### config.mk
export PLATFORM = sky130hd
export DESIGN_NAME = sync_length_checksum_deframer_top_flat
export DESIGN_NICKNAME = d
export VERILOG_FILES = /design/src/rtl/sld_pkg.sv /design/src/rtl/sld_ifs.sv /design/src/rtl/sld_in_stage.sv /design/src/rtl/sld_core.sv /design/src/rtl/sld_out_stage.sv /design/src/rtl/sync_length_checksum_deframer_top.sv /design/src/flat_wrapper.sv
export SDC_FILE = /design/constraint.sdc
export NUM_CORES = 1
export LEC_CHECK = 0
export BUFFER_PORTS_ARGS = -buffer_cell sky130_fd_sc_hd__buf_2
export CORE_ASPECT_RATIO = 2
export CORE_MARGIN = 8
export CORE_UTILIZATION = 50
export DETAILED_ROUTE_END_ITERATION = 8
export HOLD_SLACK_MARGIN = 0.02
export PLACE_DENSITY = 0.73
export SETUP_SLACK_MARGIN = 0.4
export SLEW_MARGIN = 30
export SYNTH_ARGS = -nofsm -noshare
export SYNTH_HDL_FRONTEND = slang
export SYNTH_HIERARCHICAL = 1
export SYNTH_SLANG_ARGS = --single-unit
### constraint.sdc
create_clock -name clk -period 4.76 [get_ports clk]
set_input_delay 0.952 -clock clk [delete_from_list [all_inputs] [get_ports clk]]
set_output_delay 0.952 -clock clk [all_outputs]
set_load 0.1 [all_outputs]
### src/rtl/sld_pkg.sv
// Package for the sync/length/checksum deframer.
// Holds frame layout constants, status codes and the result record type.
// No dependencies.
package sld_pkg;

  localparam int MAX_FRAME_DEF = 256;

  localparam logic [7:0] SYNC_BYTE      = 8'hA5;
  localparam int         FRAME_OVERHEAD = 11;
  localparam int         TYPE_POS       = 9;
  localparam int         PAYLOAD_POS    = 10;

  typedef logic [1:0] status_t;

  localparam status_t ST_OK       = 2'd0;
  localparam status_t ST_CHECKSUM = 2'd1;
  localparam status_t ST_TYPE     = 2'd2;
  localparam status_t ST_LENGTH   = 2'd3;

  typedef struct packed {
    logic       is_end;
    logic [7:0] payload_byte;
    status_t    frame_status;
  } result_t;

endpackage

### src/rtl/sld_ifs.sv
// Channel interfaces of the deframer: received bytes, results, configuration.
// Depends on nothing.
interface sld_in_if;
  logic       valid;
  logic       ready;
  logic [7:0] rx_byte;
  modport source (output valid, output rx_byte, input ready);
  modport sink   (input valid, input rx_byte, output ready);
endinterface

interface sld_out_if;
  logic       valid;
  logic       ready;
  logic       is_end;
  logic [7:0] payload_byte;
  logic [1:0] frame_status;
  modport source (output valid, output is_end, output payload_byte, output frame_status,
                  input ready);
  modport sink   (input valid, input is_end, input payload_byte, input frame_status,
                  output ready);
endinterface

interface sld_cfg_if;
  logic       valid;
  logic       ready;
  logic [7:0] accepted_type;
  modport source (output valid, output accepted_type, input ready);
  modport sink   (input valid, input accepted_type, output ready);
endinterface

### src/rtl/sld_in_stage.sv
// Input register of the deframer: holds one received byte until the core takes it.
// Depends on nothing.
module sld_in_stage (
  input  logic       clk,
  input  logic       rst_n,
  input  logic       in_valid,
  input  logic [7:0] in_byte,
  output logic       in_ready,
  input  logic       step,
  output logic       s1_valid,
  output logic [7:0] s1_byte
);

  logic       valid_r, valid_nxt;
  logic [7:0] byte_r, byte_nxt;

  assign in_ready = !valid_r || step;

  always_comb begin
    valid_nxt = valid_r;
    byte_nxt  = byte_r;
    if (in_valid && in_ready) begin
      valid_nxt = 1'b1;
      byte_nxt  = in_byte;
    end else if (step) begin
      valid_nxt = 1'b0;
    end
  end

  always_ff @(posedge clk) begin
    if (!rst_n) begin
      valid_r <= 1'b0;
    end else begin
      valid_r <= valid_nxt;
    end
    byte_r <= byte_nxt;
  end

  assign s1_valid = valid_r;
  assign s1_byte  = byte_r;

endmodule

### src/rtl/sld_core.sv
// Frame state of the deframer: sync hunt, length and type capture, checksum.
// Depends on sld_pkg.
module sld_core #(
  parameter int MAX_FRAME = sld_pkg::MAX_FRAME_DEF
) (
  input  logic             clk,
  input  logic             rst_n,
  input  logic             step,
  input  logic [7:0]       rx_byte,
  input  logic [7:0]       accepted_type,
  output logic             has_res,
  output sld_pkg::result_t res
);

  localparam int CntW = $clog2(MAX_FRAME);

  logic            in_frame_r, in_frame_nxt;
  logic [CntW-1:0] count_r, count_nxt;
  logic [15:0]     len_r, len_nxt;
  logic [7:0]      sum_r, sum_nxt;
  logic [7:0]      type_r, type_nxt;

  logic [15:0]     len_w;
  logic [7:0]      type_w;
  logic            len_bad;
  logic            at_payload;
  logic            at_last;

  always_comb begin
    len_w = len_r;
    if (count_r == CntW'(1)) begin
      len_w = {rx_byte, 8'h00};
    end else if (count_r == CntW'(2)) begin
      len_w = {len_r[15:8], rx_byte};
    end
    type_w     = (count_r == CntW'(sld_pkg::TYPE_POS)) ? rx_byte : type_r;
    len_bad    = ({1'b0, len_w} < 17'(sld_pkg::FRAME_OVERHEAD)) ||
                 (({1'b0, len_w} + 17'(sld_pkg::FRAME_OVERHEAD)) >= 17'(MAX_FRAME));
    at_payload = (count_r >= CntW'(sld_pkg::PAYLOAD_POS));
    at_last    = at_payload && ((17'(count_r) + 17'd1) == {1'b0, len_w});
  end

  always_comb begin
    in_frame_nxt = in_frame_r;
    count_nxt    = count_r;
    len_nxt      = len_r;
    sum_nxt      = sum_r;
    type_nxt     = type_r;
    has_res      = 1'b0;
    res          = '0;
    if (!in_frame_r) begin
      // hunt: drop everything but the sync byte
      if (rx_byte == sld_pkg::SYNC_BYTE) begin
        in_frame_nxt = 1'b1;
        count_nxt    = CntW'(1);
        sum_nxt      = rx_byte;
      end
    end else if (count_r == CntW'(2) && len_bad) begin
      in_frame_nxt     = 1'b0;
      count_nxt        = '0;
      len_nxt          = len_w;
      has_res          = 1'b1;
      res.is_end       = 1'b1;
      res.frame_status = sld_pkg::ST_LENGTH;
    end else if (at_last) begin
      in_frame_nxt = 1'b0;
      count_nxt    = '0;
      has_res      = 1'b1;
      res.is_end   = 1'b1;
      if (sum_r != rx_byte) begin
        res.frame_status = sld_pkg::ST_CHECKSUM;
      end else if (type_r != accepted_type) begin
        res.frame_status = sld_pkg::ST_TYPE;
      end else begin
        res.frame_status = sld_pkg::ST_OK;
      end
    end else begin
      sum_nxt   = sum_r + rx_byte;
      count_nxt = count_r + CntW'(1);
      len_nxt   = len_w;
      type_nxt  = type_w;
      if (at_payload) begin
        has_res          = 1'b1;
        res.payload_byte = rx_byte;
      end
    end
  end

  always_ff @(posedge clk) begin
    if (!rst_n) begin
      in_frame_r <= 1'b0;
      count_r    <= '0;
      len_r      <= '0;
      sum_r      <= '0;
      type_r     <= '0;
    end else if (step) begin
      in_frame_r <= in_frame_nxt;
      count_r    <= count_nxt;
      len_r      <= len_nxt;
      sum_r      <= sum_nxt;
      type_r     <= type_nxt;
    end
  end

  a_count_tracks_frame: assert property (@(posedge clk) disable iff (!rst_n)
    in_frame_r == (count_r != '0))
    else $error("position counter out of step with frame flag");

  a_end_leaves_frame: assert property (@(posedge clk) disable iff (!rst_n)
    step && has_res && res.is_end |=> !in_frame_r)
    else $error("still in frame after end result");

  a_payload_in_frame: assert property (@(posedge clk) disable iff (!rst_n)
    step && has_res && !res.is_end |-> in_frame_r && at_payload)
    else $error("payload byte outside payload area");

  a_payload_clean: assert property (@(posedge clk) disable iff (!rst_n)
    has_res && !res.is_end |-> res.frame_status == sld_pkg::ST_OK)
    else $error("payload result carries a status");

endmodule

### src/rtl/sld_out_stage.sv
// Result register of the deframer: holds one result until the consumer takes it.
// Depends on sld_pkg.
module sld_out_stage (
  input  logic             clk,
  input  logic             rst_n,
  input  logic             load,
  input  sld_pkg::result_t res,
  output logic             free,
  output logic             out_valid,
  input  logic             out_ready,
  output sld_pkg::result_t out_res
);

  logic             valid_r, valid_nxt;
  sld_pkg::result_t res_r, res_nxt;

  assign free = !valid_r || out_ready;

  always_comb begin
    valid_nxt = valid_r;
    res_nxt   = res_r;
    if (load) begin
      valid_nxt = 1'b1;
      res_nxt   = res;
    end else if (out_ready) begin
      valid_nxt = 1'b0;
    end
  end

  always_ff @(posedge clk) begin
    if (!rst_n) begin
      valid_r <= 1'b0;
    end else begin
      valid_r <= valid_nxt;
    end
    res_r <= res_nxt;
  end

  assign out_valid = valid_r;
  assign out_res   = res_r;

endmodule

### src/rtl/sync_length_checksum_deframer_top.sv
// Deframer top level: a byte transfer on in_ch passes the input register, then the frame
// logic into the result register, before its result appears on out_ch.
// Throughput 1 byte per cycle, but a byte that yields a result waits while the result register is full.
// Synchronous active-low reset returns to sync hunt, clears both registers and
// sets accepted_type to zero.
module sync_length_checksum_deframer_top #(
  parameter int MAX_FRAME = sld_pkg::MAX_FRAME_DEF
) (
  input  logic      clk,
  input  logic      rst_n,
  sld_in_if.sink    in_ch,
  sld_out_if.source out_ch,
  sld_cfg_if.sink   cfg_ch
);

  // Configuration register; writes are to arrive only while the block is idle (user's duty, not enforced here)
  logic [7:0] acc_type_r, acc_type_nxt;

  logic             s1_valid;
  logic [7:0]       s1_byte;
  logic             step;
  logic             has_res;
  logic             out_free;
  sld_pkg::result_t core_res;
  sld_pkg::result_t out_res;

  assign cfg_ch.ready = 1'b1;
  assign acc_type_nxt = cfg_ch.valid ? cfg_ch.accepted_type : acc_type_r;

  always_ff @(posedge clk) begin
    if (!rst_n) begin
      acc_type_r <= '0;
    end else begin
      acc_type_r <= acc_type_nxt;
    end
  end

  // Advance the held byte when it yields no result or the result register has room
  assign step = s1_valid && (!has_res || out_free);

  sld_in_stage u_in (
    .clk      (clk),
    .rst_n    (rst_n),
    .in_valid (in_ch.valid),
    .in_byte  (in_ch.rx_byte),
    .in_ready (in_ch.ready),
    .step     (step),
    .s1_valid (s1_valid),
    .s1_byte  (s1_byte)
  );

  sld_core #(
    .MAX_FRAME (MAX_FRAME)
  ) u_core (
    .clk           (clk),
    .rst_n         (rst_n),
    .step          (step),
    .rx_byte       (s1_byte),
    .accepted_type (acc_type_r),
    .has_res       (has_res),
    .res           (core_res)
  );

  // Load a result only on a step that produces one
  sld_out_stage u_out (
    .clk       (clk),
    .rst_n     (rst_n),
    .load      (step && has_res),
    .res       (core_res),
    .free      (out_free),
    .out_valid (out_ch.valid),
    .out_ready (out_ch.ready),
    .out_res   (out_res)
  );

  assign out_ch.is_end       = out_res.is_end;
  assign out_ch.payload_byte = out_res.payload_byte;
  assign out_ch.frame_status = out_res.frame_status;

endmodule
### src/flat_wrapper.sv
// flat-port wrapper written by rule: the top's interface ports become plain ports
module sync_length_checksum_deframer_top_flat 
#(
  parameter int MAX_FRAME = sld_pkg::MAX_FRAME_DEF
)
  (clk, rst_n, in_ch_valid, in_ch_rx_byte, in_ch_ready, out_ch_valid, out_ch_is_end, out_ch_payload_byte, out_ch_frame_status, out_ch_ready, cfg_ch_valid, cfg_ch_accepted_type, cfg_ch_ready);
  sld_in_if in_ch_i ();
  sld_out_if out_ch_i ();
  sld_cfg_if cfg_ch_i ();
  input  logic clk;
  input  logic rst_n;
  input wire logic [$bits(in_ch_i.valid)-1:0] in_ch_valid;
  input wire logic [$bits(in_ch_i.rx_byte)-1:0] in_ch_rx_byte;
  output wire logic [$bits(in_ch_i.ready)-1:0] in_ch_ready;
  output wire logic [$bits(out_ch_i.valid)-1:0] out_ch_valid;
  output wire logic [$bits(out_ch_i.is_end)-1:0] out_ch_is_end;
  output wire logic [$bits(out_ch_i.payload_byte)-1:0] out_ch_payload_byte;
  output wire logic [$bits(out_ch_i.frame_status)-1:0] out_ch_frame_status;
  input wire logic [$bits(out_ch_i.ready)-1:0] out_ch_ready;
  input wire logic [$bits(cfg_ch_i.valid)-1:0] cfg_ch_valid;
  input wire logic [$bits(cfg_ch_i.accepted_type)-1:0] cfg_ch_accepted_type;
  output wire logic [$bits(cfg_ch_i.ready)-1:0] cfg_ch_ready;
  assign in_ch_i.valid = in_ch_valid;
  assign in_ch_i.rx_byte = in_ch_rx_byte;
  assign in_ch_ready = in_ch_i.ready;
  assign out_ch_valid = out_ch_i.valid;
  assign out_ch_is_end = out_ch_i.is_end;
  assign out_ch_payload_byte = out_ch_i.payload_byte;
  assign out_ch_frame_status = out_ch_i.frame_status;
  assign out_ch_i.ready = out_ch_ready;
  assign cfg_ch_i.valid = cfg_ch_valid;
  assign cfg_ch_i.accepted_type = cfg_ch_accepted_type;
  assign cfg_ch_ready = cfg_ch_i.ready;
  sync_length_checksum_deframer_top #(.MAX_FRAME(MAX_FRAME)) u_core (.clk(clk), .rst_n(rst_n), .in_ch(in_ch_i), .out_ch(out_ch_i), .cfg_ch(cfg_ch_i));
endmodule
==> results of run 1 <==
==> power groups by stage <==
| stage | clock network [mW] | logic [mW] | registers (mW) |
|---|---|---|---|
| 2_1_floorplan | 0 | 0.0547 | 0.638 |
| 3_3_place_gp | 0 | 0.0795 | 0.641 |
| 3_5_place_dp | 0 | 0.0814 | 0.641 |
| 4_1_cts | 0.788 | 0.0851 | 0.628 |
| 5_1_grt | 0.809 | 0.0917 | 0.629 |
| 6_report | 0.775 | 0.0863 | 0.628 |
==> synthesized netlist by cell type, drive strengths merged (4+ instances only) <==
cell and instances:
nand2b 8, dfxtp 51, or2 4, xnor2 14
a311oi 6, or4 7, or3 4, a21o 6
mux2i 30, inv 13, ha 10, o211ai 5
and3 19, o21ai 16, nand3 20, nand4 9
o31a 4, edfxtp 19, clkbuf 15, a211o 4
nor3 4, nor4 7, nor2 27, and2 5
a21boi 5, nand2 51, a21oi 38, buf 15
o31ai 13, nor2b 11
==> cells by family after synthesis <==
family	count (synthesis)	synth area share
other cells	1	0.000833
simple gates	191	0.240
compound gates	126	0.216
flops	70	0.353
fa+ha+maj	11	0.0322
mux	33	0.0742
xor+xnor	17	0.0331
buf+inv	44	0.0500
==> worst max-delay path, stage by stage (launching register included) <==
cell	delay (ps)
dfxtp_4	370
or4_4	610
o31a_1	290
or2_4	270
o211ai_4	250
mux2_4	330
and4bb_4	360
a21boi_4	60
nor2_1	100
nor2_1	70
a21boi_2	170
nand2b_4	160
buf_12	170
==> state kept, by name, summed over array words and instances (netlist names) <==
signal / count
u_core/u_core/type_r: 8
u_core/u_in/s1_byte: 8
u_core/acc_type_r: 8
u_core/u_out/out_res: 11
u_core/u_in/s1_valid: 1
u_core/u_out/out_valid: 1
u_core/u_core/count_r: 8
u_core/u_core/in_frame_r: 1
u_core/u_core/len_r: 16
u_core/u_core/sum_r: 8
==> final cells by class <==
cell class	count	area [um2]	share of cell area
clock buffer	11	233	0.0417
tap	102	128	0.0229
sequential	70	1600	0.288
timing repair buffer	79	534	0.0958
multi-input combinational	380	2920	0.523
inverter	14	52.6	0.00943
clock inverter	5	106	0.0191
==> stage by stage <==
stage / std cells / total power, mW / setup WS [ps] / hold WS, ps
3_3_place_gp: 618 / 0.721 / 260 / 458
5_1_grt: 661 / 1.53 / 133 / 487
2_1_floorplan: 493 / 0.693 / 389 / 447
3_5_place_dp: 619 / 0.723 / 207 / 464
6_report: 661 / 1.49 / 248 / 473
4_1_cts: 652 / 1.50 / 278 / 475
==> per-layer routing <==
layer  part of all wire  wire length, um
met1               0.34             4740
met4              0.081             1130
met3              0.049              679
met5                  0                0
met2               0.53             7350
==> path summary, 6_finish.rpt <==
check | endpoint | slack [ps] | depth (start not counted)
worst max-delay path | in_ch_ready | 250 | 12
worst min register to register | u_core/u_core/type_r[2] | 470 | 2
worst min-delay path | u_core/u_core/type_r[2] | 470 | 2
worst max register to register | u_core/u_core/count_r[3] | 490 | 16
==> what timing repair did <==
item / 4_1_cts / 5_1_grt
endpoints found under the setup margin: 13 / 15
hold endpoints to repair: 0 / 0
pin swaps: 14 / 12
resized for setup: 15 / 21
buffers inserted: 16 / 8
cloned: 1 / 1
==> reports/qor.yml, run 1 <==
postCtsHoldBufs: 0
clock_latency_ps: 340
top_usage_layer: "met2"
place_area_um2: 4910
drtAntennaViolNets: 0
drtPass1Iterations: 5
synth_flop_cell: "dfxtp_1"
netlist_area_um2: 4500
die_height_um: 150
synthTopCellsByArea: "dfxtp_1, edfxtp_1, mux2i_1, a21oi_1, nand2_1"
drt_iter0_drc: 293
drv_cap: 0
root_buffer: "clkbuf_16"
mostFrequentLayoutCells: "nand2_1, dfxtp_1, buf_4, a21oi_1, buf_2"
clkSinkCount: 70
yosysWarningCount: 6
cp.arrival_ps: 3560
cts_tree: "built"
postSynthAreaPerCell_um2: 9.13
track_usage: 0.213
clkPwrFrac: 0.520
io_buffers: 33
sw_frac_of_total: 0.216
via_per_inst: 6.51
grt_use_met2: 0.391
post-route-period-util: 0.948
cts_made_buffers: 9
wl_per_cell_um: 21.0
ys_ff_latch: 70
required_ps: 3810
hold_class: "reg2reg"
dieArea_um2: 12500
design_area_um2: 5580
antenna_found_initial: 0
dp_hpwl_um: 9750
grt_use_met1: 0.193
tns_ps: 0
areaGrowthSynthToFinish_pct: 23.8
routed_wl_um: 13900
combPwrFrac: 0.058
layout_commonest_cell: "nand2_1"
grt_pass1_vias: 4217
synth_nets: 525
synth-seq-area-share: 0.353
gp_congestion: 0.954
worst-slew-pin-transition_ps: 742
irDropWorstVdd_v: 0.000329
switchingPower_mw: 0.322
relSlewSlack: 0.504
hold_start: "u_core/u_core/type_r[2]"
hold_viol: 0
drive_above_1_share: 0.288
fin_nets: 586
grt_pass1_wl_um: 21200
crit_type: "reg2out"
power_density_nw_per_um2: 267
setup_viol: 0
status: "complete, no violations"
fillCellCount: 711
ios: 35
path_max_fanout: 7
overflow: 0
start_kind: "register"
synth.distinct_cells: 82
timing.rr.start: "u_core/u_core/count_r[5]"
start_util: 0.507
route.detailed.drc: 0
async_flop_share: 0
synth_edf_count: 19
n_antenna_cell: 0
p_leak_nw: 2.19
core_area_um2: 8890
final_max_slew_viol_count: 0
htreeDepth: 3
die_w_um: 83.1
fmax_mhz: 222
path_clk_slew_ps: 60
synth_top_area_cell: "dfxtp_1"
finalClockSkew_ps: 6.97
critPathCaptureType: "output pin"
postLayoutCoreUtil: 0.627
yosys.area.top_type_share: 0.227
timing.critical_path.from: "u_core/u_core/count_r[5]"
fin_crit_ps: 4510
p_int_mw: 1.17
grt_start_max_net_pins: 39
synthCells: 493
rows: 49
seqPwrFrac: 0.422
grtUsageMet3: 0.0433
vias: 4304
clockBufferDepth: 2
rsz0062_at_grt: "yes"
Note: power is estimated with default switching activity, not from simulation.
==> inputs of run 2 (changes only) <==
--- a/config.mk
+++ b/config.mk
@@ -13,8 +13,7 @@
 export HOLD_SLACK_MARGIN = 0.02
 export PLACE_DENSITY = 0.73
 export SETUP_SLACK_MARGIN = 0.4
-export SLEW_MARGIN = 30
+export SLEW_MARGIN = 10
 export SYNTH_ARGS = -nofsm -noshare
 export SYNTH_HDL_FRONTEND = slang
-export SYNTH_HIERARCHICAL = 1
 export SYNTH_SLANG_ARGS = --single-unit
==> run 2 against run 1 <==
Against the previous run:
- flip-flop and latch count is the same
- register-to-register slack gained 340 ps
- clock power shrank 14%
- combinational power shrank 46%
- sequential power grew 1%
- highest routed layer unchanged
- clock-buffer cell count shrank 1
==> reports/qor.yml, run 2 <==
status: "complete, no violations"
hold_viol: 0
relSlewSlack: 0.299
synth_most_common_cell: "nor2_1"
required_ps: 3810
synth_nets: 455
synthTopCellsByArea: "dfxtp_1, edfxtp_1, mux2i_1, nor2_1, a21oi_1"
rows: 46
via_per_inst: 6.07
drt_iter0_drc: 357
vias: 3328
post-route-period-util: 0.889
clkSinkCount: 70
routed_wl_um: 9450
final_max_slew_viol_count: 0
htreeDepth: 3
clockBufferDepth: 2
core_area_um2: 7770
synth-simple-area-share: 0.217
areaGrowthSynthToFinish_pct: 14.2
synth_top_area_cell: "dfxtp_1"
start_util: 0.505
cts_tree: "built"
timing.rr.start: "u_core.u_core.count_r[5]"
synth-seq-area-share: 0.406
gp_congestion: 0.893
critPathCaptureType: "output pin"
grt_pass1_wl_um: 15500
hold_class: "reg2reg"
path_clk_slew_ps: 60
p_leak_nw: 1.69
synth_adder_area_share: 0.0370
grt_pass1_vias: 3187
worst-slew-pin-transition_ps: 1050
power_density_nw_per_um2: 302
path_max_fanout: 9
postSynthAreaPerCell_um2: 9.28
root_buffer: "clkbuf_16"
timing.hold.ws_ps: 500
drive_above_1_share: 0.166
synth.distinct_cells: 59
timing.critical_path.from: "u_core.u_core.count_r[5]"
yosys.area.top_type_share: 0.260
finalClockSkew_ps: 7.60
dp_hpwl_um: 6400
dieArea_um2: 11100
synth_flop_cell: "dfxtp_1"
ys_ff_latch: 70
antenna_found_initial: 0
fin_nets: 479
synth_top_family_by_area: "simple AND/OR/NAND/NOR gates"
drtAntennaViolNets: 0
seq_area_um2: 1590
setup_viol: 0
overflow: 0
r2r_setup_slack_ps: 830
wl_per_cell_um: 17.3
die_w_um: 78.6
track_usage: 0.174
largest_reg_flops: 16
synth_compound_area_frac: 0.166
die_height_um: 141
design_area_um2: 4480
fmax_mhz: 236
io_buffers: 33
place_area_um2: 4130
synth_xor_area_frac: 0.0491
start_kind: "register"
synthTopCellsByCount: "nor2_1, dfxtp_1, mux2i_1"
ios: 35
async_flop_share: 0
cp.arrival_ps: 3280
mostFrequentLayoutCells: "nor2_1, dfxtp_1, buf_2, mux2i_1, a21oi_1"
irDropWorstVdd_v: 0.000303
crit_type: "reg2out"
cts_made_buffers: 9
netlist_area_um2: 3920
clock_latency_ps: 340
drv_cap: 0
synth_edf_count: 19
route.detailed.drc: 0
layout_commonest_cell: "nor2_1"
top_register: "u_core.u_core.len_r"
grt_start_max_net_pins: 51
n_antenna_cell: 0
fillCellCount: 699
rsz0062_at_grt: "no"
fin_crit_ps: 4230
synthCells: 423
hold_start: "u_core.u_core.len_r[5]"
drtPass1Iterations: 7
multi_input_area_um2: 2220
yosysWarningCount: 0
synth.mux.area_fraction: 0.0848
tns_ps: 0
run 2: cell count changes after synthesis, moves of 5 or more:
cell,before,now
nand2_1,50,19
nor2_1,26,54
a21oi_1,38,28
xor2_1,3,12
and3_1,19,11
a311oi_1,6,12
nor3_1,3,8
or4_1,6,1
run 2: path summary, 6_finish.rpt:
kind | cells after the start | to
worst max-delay path | 9 | in_ch_ready
worst min-delay path | 2 | u_core.u_core.len_r[5]
worst max register to register | 10 | u_core.u_core.len_r[3]
worst min register to register | 2 | u_core.u_core.len_r[5]
run 2: power breakdown:
| part | internal (mW) | leakage (nW) | switching [mW] |
|---|---|---|---|
| clock network | 0.408 | 0.135 | 0.261 |
| logic | 0.0196 | 0.971 | 0.0272 |
| registers | 0.619 | 0.587 | 0.0165 |
run 2: layout make-up:
class                   instances  share of cell area
multi-input cells             317               0.495
flip-flops and latches         70               0.355
clock buffers                  10              0.0511
repair buffers                 37              0.0458
well taps                      96              0.0268
clock inverters                 6              0.0156
inverters                      12              0.0101
run 2: logic make-up (layout without fill, tap and decap cells):
| kind of cell | Yosys count | count (layout) |
|---|---|---|
| AND/OR/NAND/NOR | 163 | 163 |
| AO/OA/AOI/OAI | 87 | 87 |
| flip-flops | 70 | 70 |
| buffers and inverters | 36 | 65 |
| multiplexers | 33 | 33 |
| XOR/XNOR | 22 | 22 |
| adder cells (fa/ha/maj) | 11 | 11 |
| other | 1 | 1 |
run 2: metrics by stage:
| stage | setup slack, ps | util | instances | power [mW] |
|---|---|---|---|---|
| 3_3_place_gp | 696 | 0.531 | 531 | 0.694 |
| 6_report | 530 | 0.576 | 548 | 1.35 |
| 4_1_cts | 413 | 0.571 | 547 | 1.36 |
| 5_1_grt | 415 | 0.576 | 548 | 1.39 |
| 2_1_floorplan | 459 | - | 423 | 0.675 |
| 3_5_place_dp | 620 | 0.531 | 531 | 0.694 |
run 2: worst max-delay path, stage by stage, from the launching register on:
cell and delay (ps):
dfxtp_1 380, or4_4 600, or3_1 450, a22o_1 270, o2111ai_2 200, mux2_2 380
a31oi_2 160, nand2b_4 170, nand3_2 110, buf_8 220
run 2: repair_timing:
action	CTS	global route
buffers inserted	0	1
endpoints found under the hold margin	0	0
setup endpoints to repair	1	1
pin swaps	0	1
hold buffers	0	0
gates cloned	0	0
resized for setup	3	7
run 2: metal layers:
layer,GRT usage,share of wire,vias to the layer above
li1,-,-,1614
met1,0.213,0.44,1568
met2,0.275,0.47,118
met3,0.0361,0.057,28
met4,0.0973,0.035,0
met5,0,0,-
==> inputs of run 3 (changes only) <==
--- a/config.mk
+++ b/config.mk
@@ -8,10 +8,11 @@
 export BUFFER_PORTS_ARGS = -buffer_cell sky130_fd_sc_hd__buf_2
 export CORE_ASPECT_RATIO = 2
 export CORE_MARGIN = 8
-export CORE_UTILIZATION = 50
+export CORE_UTILIZATION = 56
+export CTS_BUF_LIST = sky130_fd_sc_hd__clkbuf_8
 export DETAILED_ROUTE_END_ITERATION = 8
 export HOLD_SLACK_MARGIN = 0.02
-export PLACE_DENSITY = 0.73
+export PLACE_DENSITY = 0.81
 export SETUP_SLACK_MARGIN = 0.4
 export SLEW_MARGIN = 10
 export SYNTH_ARGS = -nofsm -noshare
==> run 3 against run 2 <==
Against the previous run:
- sequential power barely moved
- setup slack got worse by 22 ps
- global-route usage rose by 4.2 points
- highest routed layer unchanged
- die area fell by 9.1%
- clock power fell by 23%
- register-to-register slack barely moved
- clock-buffer cell count fell by 1
- combinational power barely moved
- critical path type unchanged
- critical path depth did not move
- critical endpoint unchanged
- first-iteration DRC count rose by 6.4%
- largest power group is now registers
- wire length rose by 9.1%
==> reports/qor.yml, run 3 (synthesis results as in run 2) <==
drive_above_1_share: 0.174
overflow: 0
gp_congestion: 0.964
reg2reg_to: "u_core.u_core.len_r[5]"
fin_crit_ps: 4250
routed_wl_um: 10300
clock_latency_ps: 360
critPathCaptureType: "output pin"
grt_pass1_vias: 3556
switchingPower_mw: 0.271
drt_iter0_drc: 380
p_int_mw: 0.929
relSlewSlack: 0.293
io_buffers: 33
top_register: "u_core.u_core.len_r"
grt_start_max_net_pins: 51
tns_ps: 0
worst-slew-pin-transition_ps: 1050
htreeDepth: 3
clkPwrFrac: 0.432
sw_frac_of_total: 0.226
start_util: 0.570
vias: 3467
die_height_um: 134
timing.rr.start: "u_core.u_core.count_r[7]"
finalClockSkew_ps: 12.2
root_buffer: "clkbuf_8"
required_ps: 3810
setup_viol: 0
fmax_mhz: 235
drtAntennaViolNets: 0
rows: 43
dp_hpwl_um: 7270
largest_reg_flops: 16
hold_class: "reg2reg"
antenna_found_initial: 0
crit_type: "reg2out"
r2r_setup_slack_ps: 820
clockBufferDepth: 2
layout_commonest_cell: "nor2_1"
post-route-period-util: 0.893
drv_cap: 0
timing.critical_path.from: "u_core.u_core.count_r[7]"
clkSinkCount: 70
cp.arrival_ps: 3300
path_max_fanout: 8
dieArea_um2: 10100
p_total_mw: 1.20
irDropWorstVdd_v: 0.000259
p_leak_nw: 1.68
via_per_inst: 6.37
grt_pass1_wl_um: 16700
fillCellCount: 609
drtPass1Iterations: 5
postCtsHoldBufs: 0
rsz0062_at_grt: "no"
seqPwrFrac: 0.529
power_density_nw_per_um2: 271
final_max_slew_viol_count: 0
cts_made_buffers: 9
wl_per_cell_um: 19.0
die_w_um: 75.2
crit_end: "in_ch_ready"
mostFrequentLayoutCells: "nor2_1, dfxtp_1, buf_2, mux2i_1, a21oi_1"
start_kind: "register"
hold_viol: 0
cts_tree: "built"
route.detailed.drc: 0
n_antenna_cell: 0
ios: 35
core_area_um2: 6890
track_usage: 0.216
combPwrFrac: 0.039
areaGrowthSynthToFinish_pct: 12.8
status: "complete, no violations"
fin_nets: 481
path_clk_slew_ps: 80
r2r_cells: 10
==> run 3: cell count changes in the layout (fill, tap and decap cells not counted), sizes merged <==
cell      change
buf           +2
clkbuf        -1
clkinv        +2
bufinv        +1
inv           -1
clkinvlp      -1
==> run 3: worst max-delay path, cell delays in order (launching register included) <==
cell and delay [ps]:
dfxtp_1 370, or4_4 630, or3_4 430, a22o_1 240, o2111ai_1 200, mux2_2 400, a31oi_4 170, nand2b_4 170
nand3_2 110, buf_12 210
==> run 3: cell type report <==
type / count / area (um2) / area share
clock inverters: 7 / 88.8 / 0.0201
well taps: 90 / 113 / 0.0255
repair buffers: 39 / 225 / 0.0509
flip-flops and latches: 70 / 1590 / 0.360
multi-input cells: 317 / 2230 / 0.505
clock buffers: 9 / 124 / 0.0280
inverters: 12 / 45.0 / 0.0102
==> run 3: routing by layer <==
metal / share of wire / vias to the layer above / global-route usage / routed length, um
li1: - / 1607 / - / -
met1: 0.35 / 1634 / 0.207 / 3650
met2: 0.53 / 174 / 0.368 / 5480
met3: 0.052 / 52 / 0.0509 / 532
met4: 0.063 / 0 / 0.177 / 651
met5: 0 / - / 0 / 0
==> run 3: worst min-delay path by stage <==
stage                                      start                endpoint  slack (ps)  depth (start not counted)
after detailed placement  u_core.u_core.len_r[4]  u_core.u_core.len_r[4]         500                          2
after floorplan           u_core.u_core.len_r[3]  u_core.u_core.len_r[3]         460                          2
after CTS                 u_core.u_core.len_r[4]  u_core.u_core.len_r[4]         510                          2
final                     u_core.u_out.out_valid  u_core.u_out.out_valid         520                          2
after global placement    u_core.u_core.sum_r[1]  u_core.u_core.sum_r[1]         480                          2
after global routing      u_core.u_core.sum_r[1]  u_core.u_core.sum_r[1]         530                          2
==> run 3: repair_timing <==
action | 4_1_cts | 5_1_grt
gates resized for setup | 3 | 12
pin swaps | 0 | 2
endpoints found under the setup margin | 1 | 1
endpoints found under the hold margin | 0 | 0
setup buffers | 0 | 2
==> run 3: stage by stage <==
step | setup WS [ps] | instances | util | cell area (um2) | hold WS (ps)
CTS | 412 | 542 | 0.631 | 4350 | 514
floorplan | 459 | 423 | - | 3930 | 461
global placement | 688 | 526 | 0.599 | 4130 | 479
global route | 427 | 544 | 0.642 | 4420 | 533
finish | 508 | 544 | 0.642 | 4420 | 516
detailed placement | 609 | 526 | 0.599 | 4130 | 502
==> run 3: power by group through the flow <==
stage / combinational, mW / sequential (mW) / clock (mW)
global placement: 0.0460 / 0.647 / 0
floorplan: 0.0362 / 0.638 / 0
CTS: 0.0471 / 0.634 / 0.533
detailed placement: 0.0468 / 0.647 / 0
global route: 0.0519 / 0.635 / 0.550
finish: 0.0471 / 0.635 / 0.518
